File: config.mk
export PLATFORM = sky130hd
export DESIGN_NAME = ieee_double_to_hex_real
export DESIGN_NICKNAME = d
export VERILOG_FILES = /design/src/ieeehex_pkg.sv /design/src/ieeehex_front.sv /design/src/ieeehex_back.sv /design/src/ieee_double_to_hex_real.sv
export SDC_FILE = /design/constraint.sdc
export NUM_CORES = 1
export LEC_CHECK = 0
export BUFFER_PORTS_ARGS = -buffer_cell sky130_fd_sc_hd__buf_2
export CELL_PAD_IN_SITES_DETAIL_PLACEMENT = 1
export CELL_PAD_IN_SITES_GLOBAL_PLACEMENT = 1
export CORE_ASPECT_RATIO = 1.4
export CORE_MARGIN = 2
export CORE_UTILIZATION = 47
export CTS_CLUSTER_DIAMETER = 100
export DETAILED_ROUTE_END_ITERATION = 8
export PLACE_DENSITY = 0.81
export SLEW_MARGIN = 10
export SYNTH_ARGS = -nofsm -noshare
export SYNTH_HDL_FRONTEND = slang
export SYNTH_SLANG_ARGS = --single-unit
File: constraint.sdc
create_clock -name clk -period 2.84 [get_ports clk]
set_input_delay 0.284 -clock clk [delete_from_list [all_inputs] [get_ports clk]]
set_output_delay 0.284 -clock clk [all_outputs]
set_load 0.05 [all_outputs]
File: src/ieeehex_pkg.sv
// Package for the IEEE double to base-16 real converter.
// Holds status codes, the classified-beat struct and shared widths; no dependencies.
package ieeehex_pkg;

    localparam int unsigned FracBits = 56;
    localparam int unsigned ExpBias  = 64;

    typedef enum logic [1:0] {
        ST_OK        = 2'd0,
        ST_OVERFLOW  = 2'd1,
        ST_UNDERFLOW = 2'd2,
        ST_INVALID   = 2'd3
    } status_t;

    // Classified beat passed from front to back.
    typedef struct packed {
        logic          sign;
        logic          special;   // result fixed by status alone
        status_t       status;
        logic [52:0]   mant;      // normalized, leading one at bit 52
        logic [1:0]    shift;     // p mod 4
        logic [6:0]    ebyte;     // exponent + 64
    } class_t;

endpackage

File: src/ieeehex_front.sv
// Front end: decodes the double, normalizes subnormals, classifies range.
// Depends on ieeehex_pkg.
module ieeehex_front
(
    input  logic [63:0]          ieee_bits,
    output ieeehex_pkg::class_t  cls
);

    logic [10:0] bexp;
    logic [51:0] frac;
    logic [5:0]  lz;
    logic [52:0] norm;
    logic [12:0] p;      // p + 1076, always non-negative
    logic [10:0] q;      // floor(p/4) + 269
    logic [11:0] eb;     // ebyte + 205  (x + 64 = q - 268 + 64)

    assign bexp = ieee_bits[62:52];
    assign frac = ieee_bits[51:0];

    always_comb
    begin
        lz = 6'd0;
        for (int i = 0; i < 52; i++)
        begin
            if (frac[i])
            begin
                lz = 6'(51 - i);
            end
        end
    end

    always_comb
    begin
        if (bexp == 11'd0)
        begin
            // {frac, 0} already moves the top fraction bit to 52; lz more bits finish it
            norm = {frac, 1'b0} << lz;
            p    = 13'd54 - 13'(lz) - 13'd1 + 13'd0;   // -1023 - lz + 1076 = 53 - lz
        end
        else
        begin
            norm = {1'b1, frac};
            p    = 13'(bexp) + 13'd53;                 // bexp - 1023 + 1076
        end
        q  = p[12:2];
        eb = 12'(q) + 12'd1 - 12'd269 + 12'd64 + 12'd205;   // ebyte + 205
    end

    always_comb
    begin
        cls.sign    = ieee_bits[63];
        cls.mant    = norm;
        cls.shift   = p[1:0];
        cls.ebyte   = 7'(eb - 12'd205);
        cls.special = 1'b1;
        cls.status  = ieeehex_pkg::ST_OK;
        if (bexp == 11'h7FF)
        begin
            cls.status = ieeehex_pkg::ST_INVALID;
        end
        else if (bexp == 11'd0 && frac == 52'd0)
        begin
            cls.status = ieeehex_pkg::ST_OK;
        end
        else if (eb > 12'd332)
        begin
            cls.status = ieeehex_pkg::ST_OVERFLOW;
        end
        else if (eb < 12'd205)
        begin
            cls.status = ieeehex_pkg::ST_UNDERFLOW;
        end
        else
        begin
            cls.special = 1'b0;
        end
    end

endmodule

File: src/ieeehex_back.sv
// Back end: aligns the significand and packs the base-16 real.
// Depends on ieeehex_pkg.
module ieeehex_back
(
    input  ieeehex_pkg::class_t  cls,
    output logic [63:0]          hex_real_bits,
    output logic [1:0]           status
);

    logic [55:0] frac;

    assign frac = 56'(cls.mant) << cls.shift;

    always_comb
    begin
        status = cls.status;
        if (!cls.special)
        begin
            hex_real_bits = {cls.sign, cls.ebyte, frac};
        end
        else if (cls.status == ieeehex_pkg::ST_OVERFLOW)
        begin
            hex_real_bits = {cls.sign, 7'h7F, {56{1'b1}}};
        end
        else
        begin
            hex_real_bits = 64'd0;
        end
    end

endmodule

File: src/ieee_double_to_hex_real.sv
// IEEE double to base-16 excess-64 real converter, top level.
// The done strobe follows the start beat through cls_vld_reg and then done_reg; throughput one beat per cycle.
// The front stage classifies into a one-entry register, the back stage packs into the output.
// busy is never raised: the receiver cannot stall, so the queue never fills.
// Reset (rst_n, async, active low) clears the valid flags; payload is not reset.
// Depends on ieeehex_pkg, ieeehex_front, ieeehex_back.
module ieee_double_to_hex_real
(
    input  logic        clk,
    input  logic        rst_n,
    input  logic        start,
    output logic        busy,
    input  logic [63:0] ieee_bits,
    output logic        done,
    output logic [63:0] hex_real_bits,
    output logic [1:0]  status
);

    ieeehex_pkg::class_t cls_next;
    ieeehex_pkg::class_t cls_reg;
    logic                cls_vld_reg;
    logic [63:0]         hex_next;
    logic [1:0]          status_next;
    logic [63:0]         hex_reg;
    logic [1:0]          status_reg;
    logic                done_reg;

    ieeehex_front u_front
    (
        .ieee_bits (ieee_bits),
        .cls       (cls_next)
    );

    ieeehex_back u_back
    (
        .cls           (cls_reg),
        .hex_real_bits (hex_next),
        .status        (status_next)
    );

    // Advance valid flags each cycle.
    always_ff @(posedge clk or negedge rst_n)
    begin
        if (!rst_n)
        begin
            cls_vld_reg <= 1'b0;
            done_reg    <= 1'b0;
        end
        else
        begin
            cls_vld_reg <= start;
            done_reg    <= cls_vld_reg;
        end
    end

    // Hold payload with each beat.
    always_ff @(posedge clk)
    begin
        if (start)
        begin
            cls_reg <= cls_next;
        end
        if (cls_vld_reg)
        begin
            hex_reg    <= hex_next;
            status_reg <= status_next;
        end
    end

    assign busy          = 1'b0;
    assign done          = done_reg;
    assign hex_real_bits = hex_reg;
    assign status        = status_reg;

endmodule

==> reports/metrics.yaml <==
timing:
  timing.fmax_mhz: 241
  tightest_slew_ns: 0.811
  post-route-worst-setup-slack_ns: -1.31
  timing.hold.ws_ns: 0.0209
  post-route-min-period_ns: 4.15
  setup_viol: 62
  worst_slew_margin_pct: 45.9
  period_utilisation_layout_pct: 146
  clock_skew_ns: 0.0236
  final-hold-violation-count: 0
  timing.final.max_slew_violations: 0
  rsz_0062_raised_after_global_routing: "true"
cells_and_area:
  post-route-cell-area_sq_um: 16600
  largest_reg_flops: 66
  layout.core_utilization_pct: 70.9
  final_net_count: 1583
  drive_gt1_share_pct: 50.2
  layout-area-overhead-vs-synth_pct: 47.5
  antennaDiodeCount: 0
routing:
  routedWlPerCell_um: 35.2
  drt_wl_total_um: 64100
  drcViolationCount: 0
  detail-route-antenna-nets: 0
  firstDrtPassIters: 6
  initialDrtViolationCount: 1863
  viasPerCell: 7.29
  via_count: 13300
logic_synthesis:
  syn_inst: 1124
  post_synth_xor_area_fraction_pct: 1.94
  cell_with_the_most_instances_after_synthesis: "edfxtp_1"
  synth_area_leaders: "edfxtp_1 35%, mux2i_1 10%, mux4_2 8.2%"
  synthArstFlopShare_pct: 1.49
  edff_count_synth: 132
  synthesis.area_sq_um: 11200
  yosys_warnings: 0
  synth_area_per_cell_sq_um: 9.99
  netlist.area_leader.share_pct: 35.3
  syn-num-nets: 1197
  post_synth_adder_cell_area_pct: 0.668
  synth_cell_types: 100
  post_synth_mux_area_share_pct: 23.5
  synthSimpleGateAreaFrac_pct: 14.3
  synth-seq-area-share_pct: 35.7
  prevailing_post_synth_register_cell: "edfxtp_1"
  dominant_combinational_cell_family_by_area_after_synthesis: "multiplexers"
  synth_top_cell_by_area: "edfxtp_1"
  postSynthRegisterBits: 134
  synth_compound_gate_area_share_pct: 18.0
  synth_commonest_cells: "132 x edfxtp_1, 112 x mux2i_1, 100 x o21ai_0, 85 x nand2_1"
die:
  floorplan.die.width_um: 135
  ios: 135
  chipHeight_um: 187
  design.core.area_sq_um: 23400
  floorplan.die_area_sq_um: 25200
  initial_utilization_pct: 48.1
  placementRows: 66
worst_setup_path:
  cp.arrival_ns: 4.30
  timing.critical_path.from_type: "input port"
  r2r-start: "cls_reg[7]$_DFFE_PP_"
  ff_to_ff_end: "hex_real_bits[16]$_DFFE_PP_"
  timing.reg2reg.setup_slack_ns: 0.53
  path_max_fanout: 4
  reg2regPathDepth: 4
  setup.worst_path.class: "in -> reg"
  nature_of_the_critical_path_endpoint: "flop"
  worst-endpoint-required_ns: 2.99
grt:
  initial_antenna_violation_count: 1
  grt_start_max_net_pins: 68
  grt_pass1_vias: 13100
  grt_first_pass_wirelength_um: 80700
  grt_overflow_total: 0
  grt_use_total_pct: 42.1
power:
  power.density_cell_area_nw_per_um2: 528
  static_leakage_power_nw: 6.89
  ir_drop_uv: 548
place:
  placement.cell_area_sq_um: 14300
  place_congestion: 0.958
  detailedPlacementHpwl_um: 33700
  buffer_ports.inserted: 133
clock_network:
  cts_tree: "done"
  clock_sink_count: 134
  cts.clk_slew.worst_paths_ns: 0.06
  tritoncts.num_buffers: 25
  insertion_delay_of_the_later_clocked_pin_in_the_worst_skew_pair_ns: 0.48
  cts_max_level: 4
  cts_root_buffer: "clkbuf_16"
  clockBufferDepth: 3
min_path:
  hold-path-endpoint: "cls_reg[65]$_DFFE_PP_"
  worstHoldPathCells: 1
  worstHoldPathType: "in -> reg"
  min_from: "ieee_bits[63]"
outcome:
  status: "finished, violations left"
  violations: "negative setup slack"
flow_run:
  drv.max_cap_violation_count: 0
## per-stage QoR
| stage | setup TNS, ns | power [mW] | cells | worst slack, ns |
|---|---|---|---|---|
| after global placement | -67.72 | 5.14 | 1757 | -1.52 |
| after detailed placement | -74.10 | 5.30 | 1757 | -1.74 |
| final | -46.82 | 8.74 | 1821 | -1.31 |
| after floorplan | -20.88 | 4.31 | 1124 | -1.46 |
| after CTS | -31.78 | 8.18 | 1810 | -0.992 |
| after global routing | -47.62 | 8.87 | 1821 | -1.42 |
## placed cells by master (no fill, tap or decap), types with 21 or more instances in the layout
cell / instances
buf_6: 29
o21ai_0: 80
mux2i_2: 21
buf_4: 265
buf_2: 129
a21oi_1: 46
nor2_1: 64
edfxtp_1: 132
clkbuf_16: 27
inv_1: 70
mux2_4: 37
mux2i_4: 24
mux2i_1: 67
nand2_1: 83
mux4_2: 41
## worst max-delay path, cell delays in order
cell and delay, ns:
buf_8 0.10, nor2_4 0.12, o31ai_2 0.08, a211oi_2 0.25, o2111ai_2 0.20, a221o_2 0.46
a211o_1 0.32, nand2_4 0.11, buf_4 0.21, buf_16 0.15, buf_6 0.12, mux2i_1 0.30
mux2i_1 0.25, mux2_2 0.37, buf_4 0.16, a21oi_1 0.50, a31oi_1 0.31
## cells by family after synthesis
| family | after synthesis |
|---|---|
| other | 1 |
| AOI/OAI and AO/OA | 307 |
| buffers and inverters | 158 |
| DFF | 134 |
| muxes | 206 |
| adders and majority gates | 6 |
| xor gates and xnor gates | 24 |
| and+or+nand+nor | 288 |
## layer usage
metal	track usage [%]	vias up	wire, um
met5	0	-	13
met4	33.4	2	7350
met3	6.10	524	7440
met2	70.2	1403	29000
met1	47.6	6301	20300
li1	-	5054	-
## timing repair
action	4_1_cts	5_1_grt
pin swaps	40	27
gates resized for setup	196	76
cloned	2	2
hold buffers	1	0
buffers inserted	19	12
setup endpoints to repair	59	62
hold endpoints to repair	2	0
## cell type report
cell class,instances,area (sq um)
clock buffer,26,629
clock inverter,6,51.3
inverter,74,288
sequential,134,4020
tap,306,383
timing repair buffer,443,3380
multi-input combinational,832,7820
fill,2406,6800
## how the worst max path moves through the flow
stage,start,endpoint,slack (ns),depth (start not counted)
floorplan,ieee_bits[0],cls_reg[62]$_SDFFCE_PP1P_,-1.46,22
global route,ieee_bits[0],cls_reg[64]$_SDFFCE_PP1P_,-1.42,20
CTS,ieee_bits[0],cls_reg[62]$_SDFFCE_PP1P_,-0.99,20
detailed placement,ieee_bits[0],cls_reg[64]$_SDFFCE_PP1P_,-1.74,20
global placement,ieee_bits[0],cls_reg[64]$_SDFFCE_PP1P_,-1.52,21
finish,ieee_bits[0],cls_reg[57]$_DFFE_PP_,-1.31,17
## power breakdown
part	total (mW)	internal, mW	switching (mW)
Sequential	2.66	2.50	0.163
Clock	2.63	1.65	0.979
Combinational	3.45	1.29	2.16
Total	8.74	5.44	3.30
Power figures use the tool's default switching activity.
